## config.mk

```make
export PLATFORM = sky130hd
export DESIGN_NAME = gray4_blend_pixel_pair
export DESIGN_NICKNAME = d
export VERILOG_FILES = /design/src/design/g4b_pkg.sv /design/src/design/g4b_lane.sv /design/src/design/gray4_blend_pixel_pair.sv
export SDC_FILE = /design/constraint.sdc
export NUM_CORES = 1
export LEC_CHECK = 0
export ABC_AREA = 1
export BUFFER_PORTS_ARGS = -buffer_cell sky130_fd_sc_hd__buf_2
export CAP_MARGIN = 20
export CELL_PAD_IN_SITES_DETAIL_PLACEMENT = 0
export CELL_PAD_IN_SITES_GLOBAL_PLACEMENT = 1
export CORE_MARGIN = 4
export CORE_UTILIZATION = 49
export CTS_CLUSTER_SIZE = 30
export DETAILED_ROUTE_END_ITERATION = 10
export GPL_TIMING_DRIVEN = 1
export PLACE_DENSITY = 0.91
export SLEW_MARGIN = 0
export SYNTH_ARGS = -nofsm -noshare
export SYNTH_HDL_FRONTEND = slang
export SYNTH_SLANG_ARGS = --single-unit
```

## constraint.sdc

```tcl
create_clock -name clk -period 5.1 [get_ports clk]
set_input_delay 1.02 -clock clk [delete_from_list [all_inputs] [get_ports clk]]
set_output_delay 1.02 -clock clk [all_outputs]
set_load 0.01 [all_outputs]
```

## src/design/g4b_pkg.sv

```systemverilog
// shared types, constants and helpers for the gray4 pixel pair blender
package g4b_pkg;

	localparam int PIX_W   = 4;
	localparam int NUM_W   = 8;
	localparam int ALPHA_W = 4;
	localparam int MODE_W  = 2;

	localparam logic [PIX_W-1:0] PIX_MAX  = 4'd15;
	localparam logic [NUM_W-1:0] RND_MUL  = 8'd7;
	localparam logic [NUM_W-1:0] DIV_D    = 8'd15;
	localparam logic [4:0]       RECIP_17 = 5'd17;

	localparam logic [MODE_W-1:0] MODE_NORMAL   = 2'd0;
	localparam logic [MODE_W-1:0] MODE_MULTIPLY = 2'd1;
	localparam logic [MODE_W-1:0] MODE_SCREEN   = 2'd2;
	localparam logic [MODE_W-1:0] MODE_ADD      = 2'd3;

	localparam logic REG_ALPHA      = 1'b0;
	localparam logic REG_BLEND_MODE = 1'b1;

	typedef struct packed {
		logic [ALPHA_W-1:0] alpha;
		logic [MODE_W-1:0]  mode;
	} cfg_t;

	// floor(num / 15) for num below 240: reciprocal estimate plus one correction
	function automatic logic [PIX_W-1:0] div15(input logic [NUM_W-1:0] num);
		logic [12:0]      prod;
		logic [PIX_W-1:0] q0;
		logic [NUM_W-1:0] back;
		logic [NUM_W-1:0] rem;
		prod = 13'(num) * 13'(RECIP_17);
		q0   = prod[11:8];
		back = 8'(q0) * DIV_D;
		rem  = num - back;
		if (rem >= DIV_D)
			div15 = q0 + 4'd1;
		else
			div15 = q0;
	endfunction

endpackage

```

## src/design/g4b_lane.sv

```systemverilog
// one pixel lane: blend-mode products, divide by 15, alpha mix
module g4b_lane (
	input  logic                       clk,
	input  logic                       adv,
	input  logic [g4b_pkg::PIX_W-1:0]  d,
	input  logic [g4b_pkg::PIX_W-1:0]  s,
	input  logic                       lane_on,
	input  g4b_pkg::cfg_t              cfg,
	output logic [g4b_pkg::PIX_W-1:0]  pix
);

	logic [g4b_pkg::NUM_W-1:0] num_c;
	logic [g4b_pkg::PIX_W-1:0] sum_c;
	logic [g4b_pkg::PIX_W:0]   add_c;
	logic [g4b_pkg::NUM_W-1:0] num_s2;
	logic [g4b_pkg::PIX_W-1:0] d_s2, s_s2, fast_s2;
	logic                      on_s2;

	logic [g4b_pkg::PIX_W-1:0] q_c, b_c;
	logic [g4b_pkg::PIX_W-1:0] b_s3, d_s3;
	logic                      on_s3;

	logic [g4b_pkg::NUM_W-1:0] mix_c;
	logic [g4b_pkg::PIX_W-1:0] inv_alpha;

	// stage 1 -> 2: products
	always_comb begin
		add_c = {1'b0, d} + {1'b0, s};
		sum_c = add_c[g4b_pkg::PIX_W] ? g4b_pkg::PIX_MAX : add_c[g4b_pkg::PIX_W-1:0];
		case (cfg.mode)
			g4b_pkg::MODE_MULTIPLY: num_c = 8'(d) * 8'(s) + g4b_pkg::RND_MUL;
			g4b_pkg::MODE_SCREEN:   num_c = 8'(g4b_pkg::PIX_MAX - d) * 8'(g4b_pkg::PIX_MAX - s);
			default:                num_c = '0;
		endcase
	end

	always_ff @(posedge clk) begin
		if (adv) begin
			num_s2  <= num_c;
			d_s2    <= d;
			s_s2    <= s;
			fast_s2 <= sum_c;
			on_s2   <= lane_on;
		end
	end

	// stage 2 -> 3: divide and select
	always_comb begin
		q_c = g4b_pkg::div15(num_s2);
		case (cfg.mode)
			g4b_pkg::MODE_MULTIPLY: b_c = q_c;
			g4b_pkg::MODE_SCREEN:   b_c = g4b_pkg::PIX_MAX - q_c;
			g4b_pkg::MODE_ADD:      b_c = fast_s2;
			default:                b_c = s_s2;
		endcase
	end

	always_ff @(posedge clk) begin
		if (adv) begin
			b_s3  <= b_c;
			d_s3  <= d_s2;
			on_s3 <= on_s2;
		end
	end

	// stage 3 -> 4: alpha mix
	assign inv_alpha = g4b_pkg::PIX_MAX - cfg.alpha;
	assign mix_c     = 8'(b_s3) * 8'(cfg.alpha) + 8'(d_s3) * 8'(inv_alpha);

	always_ff @(posedge clk) begin
		if (adv)
			pix <= on_s3 ? mix_c[g4b_pkg::NUM_W-1:g4b_pkg::PIX_W] : d_s3;
	end

endmodule

```

## src/design/gray4_blend_pixel_pair.sv

```systemverilog
// top level: two-pixel 4-bit gray blender with stream ports
//
// channel   | dir | tdata (low bit up)                       | note
// s_axis    | in  | dst_byte[7:0] src_byte[15:8] lane_mask[17:16] | one word per byte
// m_axis    | out | out_byte[7:0]                             | one word per input
// cfg       | in  | alpha idx 0, blend_mode idx 1             | write only
//
// tvalid rises once the word has passed every stage below; one word per cycle sustained while m_axis is not stalled.
// stages: input register, mode products, divide by 15, alpha mix into output register.
// reset clears valid bits and sets alpha 15, blend_mode normal.
// a stall on m_axis freezes all stages together; s_axis_tready drops only then.
module gray4_blend_pixel_pair (
	input  logic                          clk,
	input  logic                          arst_n,
	input  logic                          s_axis_tvalid,
	output logic                          s_axis_tready,
	input  logic [23:0]                   s_axis_tdata,  // dst_byte, src_byte, lane_mask, zero pad
	output logic                          m_axis_tvalid,
	input  logic                          m_axis_tready,
	output logic [7:0]                    m_axis_tdata,  // out_byte
	input  logic                          cfg_we,
	input  logic                          cfg_addr,
	input  logic [g4b_pkg::ALPHA_W-1:0]   cfg_wdata
);

	g4b_pkg::cfg_t cfg_q;
	logic          adv;
	logic          vld_s1, vld_s2, vld_s3, vld_s4;
	logic [7:0]    dst_s1, src_s1;
	logic [1:0]    mask_s1;
	logic [g4b_pkg::PIX_W-1:0] hi_pix, lo_pix;

	always_ff @(posedge clk or negedge arst_n) begin
		if (!arst_n) begin
			cfg_q.alpha <= g4b_pkg::PIX_MAX;
			cfg_q.mode  <= g4b_pkg::MODE_NORMAL;
		end else if (cfg_we) begin
			unique case (cfg_addr)
				g4b_pkg::REG_ALPHA:      cfg_q.alpha <= cfg_wdata;
				g4b_pkg::REG_BLEND_MODE: cfg_q.mode  <= cfg_wdata[g4b_pkg::MODE_W-1:0];
				default: ;
			endcase
		end
	end

	assign adv           = !vld_s4 || m_axis_tready;
	assign s_axis_tready = adv;

	always_ff @(posedge clk or negedge arst_n) begin
		if (!arst_n) begin
			vld_s1 <= 1'b0;
			vld_s2 <= 1'b0;
			vld_s3 <= 1'b0;
			vld_s4 <= 1'b0;
		end else if (adv) begin
			vld_s1 <= s_axis_tvalid;
			vld_s2 <= vld_s1;
			vld_s3 <= vld_s2;
			vld_s4 <= vld_s3;
		end
	end

	always_ff @(posedge clk) begin
		if (adv) begin
			dst_s1  <= s_axis_tdata[7:0];
			src_s1  <= s_axis_tdata[15:8];
			mask_s1 <= s_axis_tdata[17:16];
		end
	end

	g4b_lane u_hi (
		.clk     (clk),
		.adv     (adv),
		.d       (dst_s1[7:4]),
		.s       (src_s1[7:4]),
		.lane_on (mask_s1[1]),
		.cfg     (cfg_q),
		.pix     (hi_pix)
	);

	g4b_lane u_lo (
		.clk     (clk),
		.adv     (adv),
		.d       (dst_s1[3:0]),
		.s       (src_s1[3:0]),
		.lane_on (mask_s1[0]),
		.cfg     (cfg_q),
		.pix     (lo_pix)
	);

	assign m_axis_tvalid = vld_s4;
	assign m_axis_tdata  = {hi_pix, lo_pix};

endmodule

```

# Word level (Yosys, flattened, before mapping)
# Index checks and enable logic that the tools add are counted.
[op_classes] n_addsub=17 n_mul=12 order_cmp=2 n_eq_ne=3 muxes=8 bitwise_logic=1 reduce_logical=4
[ops] operator="multiplier 4 x 4 -> 8 bit" count=6
[ops] operator="case mux 8 bit (2 select lines)" count=2
[ops] operator="multiplier 8 x 5 -> 12 bit, second input constant" count=2
[ops] operator="case mux 4 bit (3 select lines)" count=2
[ops] operator="subtractor 4 x 4 -> 5 bit, first input constant" count=4
[ops] operator="adder 8 x 3 -> 8 bit, second input constant" count=2
[ops] operator="adder 8 bit" count=2
[ops] operator=">= comparator 8 x 4 -> 1 bit, second input constant" count=2
[ops] operator="multiplier 4 x 4 -> 8 bit, second input constant" count=2
[ops] operator="multiplier 8 x 8 -> 8 bit" count=2
[ops] operator="2-to-1 mux 4 bit" count=4
[ops] operator="subtractor 8 bit" count=2
[ops] operator="subtractor 4 bit, first input constant" count=3
[ops] operator="adder 4 x 4 -> 5 bit" count=2
[ops] operator="adder 4 x 1 -> 4 bit, second input constant" count=2
[ops] operator="equality test 2 bit, second input constant" count=2
[ops] operator="AND reduction 2 bit" count=2
[ops] operator="equality test 2 x 1 -> 1 bit, second input constant" count=1
[ops] operator="logical NOT 1 bit" count=1
[ops] operator="logical OR 1 bit" count=1
[ops] operator="NOT 1 bit" count=1
[totals] regBits=96 input_bits=34 out_inout_bits=10 elab_cells=74

# Logic depth before layout (Yosys ltp)
# Gate-level depths: netlist of the first run.
[logic_depth] ltp_word=7 mapped_depth=35 ltp_nobuf=35

# Cells and area by module
# A second synthesis of the first run with hierarchy kept.
[unflattened] cells_unflattened=1246 hier_area_um2=10347.4
[by_module_without_submodules] mod="g4b_lane (u_hi)" n_inst=1 cells_per_inst=591 area_each_um2=4699.5
[by_module_without_submodules] mod="g4b_lane (u_lo)" n_inst=1 cells_per_inst=592 area_each_um2=4692.0
[by_module_without_submodules] mod="gray4_blend_pixel_pair" n_inst=1 cells_per_inst=63 area_each_um2=955.9

# Least setup slack after synthesis of the first run
# No wires, ideal clock.
[synth_timing] path_type="reg2reg" start="register u_hi.num_s2[2] (netlist name)" end="register u_hi.b_s3[0] (netlist name) (data pin)" setup_time_ns=0.249 arrival_ns=4.367 setup_slack_ns=0.484 path_stages_with_launch=28 period_less_slack_ns=4.616 cell_sequence="edfxtp_1 ha_1 ha_1 nand2_1 nor2_1 nand2_1 nand3_2 nand2_1 nand2_2 inv_1 fa_1 inv_1 ha_1 fa_1 inv_1 ha_1 a21oi_1 nand2_1 xnor2_1 nand3_2 nor2_4 nand2_4 nand2_2 nand2_1 nand2_1 nand3_1 nand2_1 inv_1"
[synth_between] elab_chain_cells=7
[synth_lines] item="from (decl)" line_no="g4b_lane.sv:15" rtl="logic [g4b_pkg::NUM_W-1:0] num_s2;"
[synth_lines] item="from (signal assigned)" line_no="g4b_lane.sv:39" rtl="num_s2 <= num_c;"
[synth_lines] item="multiplier 8 x 5 -> 12 bit" line_no="g4b_pkg.sv:33" rtl="prod = 13'(num) * 13'(RECIP_17);"
[synth_lines] item="multiplier 4 x 4 -> 8 bit" line_no="g4b_pkg.sv:35" rtl="back = 8'(q0) * DIV_D;"
[synth_lines] item="subtractor 8 bit" line_no="g4b_pkg.sv:36" rtl="rem = num - back;"
[synth_lines] item=">= comparator 8 x 4 -> 1 bit" line_no="g4b_pkg.sv:37" rtl="if (rem >= DIV_D)"
[synth_lines] item="2-to-1 mux 4 bit *" line_no="g4b_pkg.sv:37"
[synth_lines] item="subtractor 4 bit" line_no="g4b_lane.sv:52" rtl="g4b_pkg::MODE_SCREEN: b_c = g4b_pkg::PIX_MAX - q_c;"
[synth_lines] item="case mux 4 bit (3 select lines) *" line_no="g4b_lane.sv:50" rtl="case (cfg.mode)"
[synth_lines] item="via u_hi.b_c, one bit" line_no="g4b_lane.sv:19" rtl="logic [g4b_pkg::PIX_W-1:0] q_c, b_c;"
[synth_lines] item="to (signal assigned)" line_no="g4b_lane.sv:60" rtl="b_s3 <= b_c;"
[synth_lines] item="to (decl)" line_no="g4b_lane.sv:20" rtl="logic [g4b_pkg::PIX_W-1:0] b_s3, d_s3;"
# The timed path passes the listed nets; every way through them passes the cells marked *.
# A chain may end at the register's enable or synchronous reset.

# Worst setup path in the final report of the first run
# Ends and elaborated chain as after synthesis.

==> metrics, run 1 <==
status finished, final reports clean; Initial Utilization approximately half; n_diodes 0; Mean Syn Cell Area approximately 8.4 sq um; worst skew pair latency 0.35 ns; R2R setup slack 0.30 ns; slew margin rel. about three fifths; Worst EP required between 5 and 6 ns; GPL Wtd Cong 0.852; Buffers on Ports 37; clock tree from TritonCTS done; die area about 23000 sq um; clock sink total 96; fmax about 210 MHz; max-slew violation count 0; crit path max fanout 6; Post-Route WL roughly 19000 um; Die W around 150 um; cells after synthesis between 1000 and 1500; R2R Path End u_hi.b_s3[0]; Min Clock Period, post-route around 4.8 ns; Clock Skews 0.00850 ns; Worst setup SP type flip-flop; synthesized flop and latch total between 90 and 100; Root Driver clkbuf_16; # rows 52; share of the synthesized area in the top cell type between 20% and 30%; hold_ws about 0.42 ns; NumNets Final 1543; worst reg2reg startpoint u_hi.num_s2[2]; Area contributors post-synth edfxtp_1 (25%), ha_1 (19%), fa_1 (14%); count leader, synth inv_1; detailed router's first-iteration violation count 367; syn_nets around 1500; H-tree depth 3; Layout Utilization 55.2%; first-pass GRT wire length roughly 33000 um; Netlist Area Pre-Place 10200 sq um; CP peak stage delay about 0.55 ns; Synth cell types 36; Worst R2R Path Depth 30; Ys Warns 0; DR WL/cell 12.4 um; via count ~7500; # hold bufs at CTS 0; CTS Buffer Depth 2; drc violations 0; number of max-cap violations 0; hpwl dp between 15000 and 20000 um; Clock transition at path regs roughly 0.070 ns; Main synth FF type edfxtp_1; First-pass DRT Iterations 5; Fin. Hold Viols 0; fin area between 10000 and 15000 sq um; Tightest Pin Transition 0.611 ns; vias in the first global route slightly above 7000; sequential fraction of the synthesis area 27.8%; most frequent CP cell nand2_1; # IOs 44; crit path launch u_hi.num_s2[2]; slowest stage cell on the critical path fa_1; die height around 150 um; initial antenna violation count 0; Setup crit end kind flip-flop; most frequent cells after synthesis inv_1 (310), nand2_1 (262), ha_1 (159); share of cells above drive strength 1 between 10% and 20%; FFs w/ async S/R, synth between 10% and 20%; CTS Buf Count 9; critical path class flip-flop to flip-flop; final setup vio count 0; CP endpoint u_hi.b_s3[0]; Antenna Violating Nets Remaining 0; Yosys top cell by area edfxtp_1; pin count of the biggest net entering global routing 50; core area about 20000 sq um; area delta synth->final 10.0%; final worst path period share around 94%; Worst Path Arrival about 4.9 ns; GRT Total Usage between 10% and 20%; GR Overflow Total 0; Post-DP Area about 11000 sq um; worst hold path type flip-flop to flip-flop; Post-synth EDFFs between 80 and 90; average vias per placed instance 4.81
-- worst min-delay path by stage --
stage                       startpoint      endpoint  slack, ns  depth (start not counted)
final                     u_hi.d_s2[0]  u_hi.d_s3[0]       0.42                          0
after global routing        u_hi.on_s2    u_hi.on_s3       0.43                          0
after CTS                   u_hi.on_s2    u_hi.on_s3       0.42                          0
after detailed placement    u_hi.on_s2    u_hi.on_s3       0.41                          0
after global placement      mask_s1[1]    u_hi.on_s2       0.40                          0
after floorplan           u_hi.d_s2[0]  u_hi.d_s3[0]       0.40                          0
-- state kept, by name (all words and copies together) (netlist names), 2 cells and up --
name / cells
cfg_q: 6
dst_s1: 8
mask_s1: 2
src_s1: 8
u_hi.b_s3: 4
u_hi.d_s2: 4
u_hi.d_s3: 4
u_hi.fast_s2: 4
u_hi.num_s2: 8
u_hi.pix: 4
u_hi.s_s2: 4
u_lo.b_s3: 4
u_lo.d_s2: 4
u_lo.d_s3: 4
u_lo.fast_s2: 4
u_lo.num_s2: 8
u_lo.pix: 4
u_lo.s_s2: 4
-- cell families after synthesis --
logic type                 count (synthesis)  synth area share, %
muxes                                      2                0.220
adders and majority gates                231                 33.6
AOI/OAI and AO/OA                         97                 5.04
and+or+nand+nor                          445                 19.1
buffers and inverters                    327                 12.2
DFF                                       96                 27.8
xor gates and xnor gates                  24                 2.06
-- what timing repair did --
item | in CTS | in global routing
resized for setup | 0 | 24
setup endpoints to repair | 0 | 8
buffers inserted | 0 | 11
-- layer usage --
layer  wire (um)  track usage (%)
met3         703             2.67
met4         272             3.90
met2        9250             28.6
met1        8960             23.3
met5           0                0
-- critical path: cells and delay by family (launching register included) --
family | cells | cell delay [ns]
adder cells (fa/ha/maj) | 6 | 2.20
AND/OR/NAND/NOR | 20 | 1.64
flip-flops | 1 | 0.44
buffers and inverters | 4 | 0.26
-- stage by stage --
step | cells | worst slack, ns | TNS [ns]
after global routing | 1553 | -0.00749 | -0.0125
after detailed placement | 1526 | 0.111 | 0
after global placement | 1526 | 0.136 | 0
after CTS | 1542 | 0.0972 | 0
after floorplan | 1222 | 0.484 | 0
final | 1553 | 0.305 | 0
-- cell usage in the layout (no fill, tap or decap), types with 7 or more instances in the layout --
master,count
inv_1,308
nand2_1,257
ha_1,150
edfxtp_1,86
fa_1,72
nor2_1,71
a21oi_1,51
nand3_1,49
buf_2,37
o21ai_0,28
nand2_2,25
buf_4,20
xor2_1,17
nand4_1,10
clkbuf_16,9
or2_2,8
xnor2_1,7
ha_4,7
-- area by class of cell --
class	instances	area (sq um)
inverters	315	1190
flip-flops and latches	96	2840
clock inverters	6	51.3
multi-input cells	799	6270
fillers	1820	9120
clock buffers	10	229
well taps	270	338
repair buffers	57	335
Power of run 1 is not shown: default switching activity piles up to over one toggle a cycle in this logic, so the estimate is an artifact.
==> inputs of run 2 (changes only) <==
--- a/config.mk
+++ b/config.mk
@@ -10,7 +10,7 @@
 export CAP_MARGIN = 20
 export CELL_PAD_IN_SITES_DETAIL_PLACEMENT = 0
 export CELL_PAD_IN_SITES_GLOBAL_PLACEMENT = 1
-export CORE_MARGIN = 4
+export CORE_MARGIN = 1
 export CORE_UTILIZATION = 49
 export CTS_CLUSTER_SIZE = 30
 export DETAILED_ROUTE_END_ITERATION = 10
==> metrics, run 2 (same netlist as run 1, synthesis figures left out) <==
crit path max fanout 6 (unchanged); # rows 52 (unchanged); Clock transition at path regs 0.07 ns (about the same); final worst path period share 92.9% (-1.1 points); Post-Route WL 18900 um (-1.5%); Buffers on Ports 37 (unchanged); Die W 146 um (-3.9%); status finished, final reports clean; Setup crit end kind flip-flop; first-pass GRT wire length 32200 um (-2.8%); initial antenna violation count 0 (unchanged); pin count of the biggest net entering global routing 49 (-2.0%); Post-DP Area 10800 sq um (+0.21%); die area 21400 sq um (-7.7%); NumNets Final 1542 (-0.065%); fin area 11300 sq um (+0.26%); most frequent CP cell nand2_1; drc violations 0 (unchanged); Fin. Hold Viols 0 (unchanged); commonest non-fill, non-tap cell in the layout inv_1; core area 20400 sq um (unchanged); Critical path buffers and inverters 4 (unchanged); Filler cells 1837 (+0.93%); worst skew pair latency 0.35 ns (about the same); vias in the first global route 7141 (-1.6%); number of max-cap violations 0 (unchanged); Clock Skews 0.00599 ns (-0.00252 ns); Worst setup SP type flip-flop; GR Overflow Total 0 (unchanged); hold_ws 0.420 ns (+0.0000630 ns); max-slew violation count 0 (unchanged); fmax 211 MHz (+1.2%); Tightest Pin Transition 0.616 ns (+0.00524 ns); # IOs 44 (unchanged); GPL Wtd Cong 0.850 (-0.27%); First-pass DRT Iterations 5 (unchanged); clock sink total 96 (unchanged); hpwl dp 15200 um (-1.7%); share of cells above drive strength 1 11.2% (-0.30 points); H-tree depth 3 (unchanged); via count 7450 (-0.25%); n_diodes 0 (unchanged); Finished Layout Cells 1552 (-0.064%); cell family with most CP delay adder cells; Worst Path Arrival 4.85 ns (-0.06 ns); detailed router's first-iteration violation count 310 (-16%); CTS Buffer Depth 2 (unchanged); final setup vio count 0 (unchanged); Placed Cells 1529 (+0.20%); GRT Total Usage 18.7% (+1.7 points); DR WL/cell 12.2 um (-1.4%); Initial Utilization 50.2% (unchanged); Root Driver clkbuf_16; critical path class flip-flop to flip-flop; slew margin rel. 58.9% (-0.31 points); area delta synth->final 10.3%; worst hold path type flip-flop to flip-flop; average vias per placed instance 4.80 (-0.19%); CTS Buf Count 9 (unchanged); most frequent cells in the layout inv_1 (308), nand2_1 (259), ha_1 (149); Min Clock Period, post-route 4.74 ns (-0.0573 ns); die height 146 um (-3.9%); Antenna Violating Nets Remaining 0 (unchanged); CP peak stage delay 0.50 ns (-0.05 ns); clock tree from TritonCTS done; slowest stage cell on the critical path fa_1; Worst EP required 5.21 ns (about the same)
run 2: cell types whose count changed in the layout (fill, tap and decap cells not counted), sizes merged:
cell,before,now
clkinvlp,4,2
buf,57,56
bufinv,0,1
inv,317,318
run 2: layout make-up:
class                      instances  area [sq um]  area share [%]
multi-input combinational        799          6280            55.7
sequential                        96          2840            25.2
inverter                         315          1190            10.5
tap                              270           338            3.00
timing repair buffer              56           328            2.91
clock buffer                      10           229            2.03
clock inverter                     6          76.3           0.677
run 2: repair_timing:
action | 4_1_cts | 5_1_grt
setup endpoints to repair | 0 | 8
hold buffers | 0 | 0
resized for setup | 0 | 22
buffers inserted | 0 | 7
run 2: worst register-to-register path: stages (launching register included):
cell and delay (ns):
edfxtp_1 0.40, ha_1 0.31, ha_1 0.31, nand2_1 0.08
nand2_2 0.09, a21oi_2 0.20, nand3_1 0.11, nand2_2 0.11
inv_4 0.05, fa_1 0.49, inv_1 0.04, ha_1 0.29
fa_1 0.50, inv_1 0.06, ha_4 0.26, a21oi_1 0.18
nand2_1 0.09, xnor2_1 0.17, nand3_2 0.12, nor2_4 0.21
nand2_4 0.10, nand2_2 0.07, nand2_1 0.05, nand2_1 0.05
nand3_1 0.06, nand2_1 0.08, inv_1 0.04
run 2: final timing paths:
check	startpoint	endpoint	slack, ns	depth (start not counted)
worst max-delay path	u_lo.num_s2[3]	u_lo.b_s3[0]	0.36	26
worst max register to register	u_lo.num_s2[3]	u_lo.b_s3[0]	0.36	26
min in group asynchronous	arst_n	vld_s3	0.52	1
worst min register to register	u_hi.d_s2[0]	u_hi.d_s3[0]	0.42	0
worst min-delay path	u_hi.d_s2[0]	u_hi.d_s3[0]	0.42	0
max in group asynchronous	arst_n	cfg_q[2]	4.33	1
run 2: metal layers:
metal,vias to the layer above,part of all wire (%),track usage [%]
li1,3876,-,-
met1,3468,48,24.9
met2,95,48,31.9
met3,11,2.9,3.16
met4,0,1.1,4.01
met5,-,0,0
run 2: metrics by stage:
step / util, % / setup WS (ns) / TNS, ns
2_1_floorplan: - / 0.484 / 0
3_3_place_gp: 52.9 / 0.190 / 0
3_5_place_dp: 52.9 / 0.136 / 0
4_1_cts: 54.4 / 0.117 / 0
5_1_grt: 55.4 / -0.0114 / -0.0270
6_report: 55.4 / 0.362 / 0
Power of run 2 is left out for the same reason.
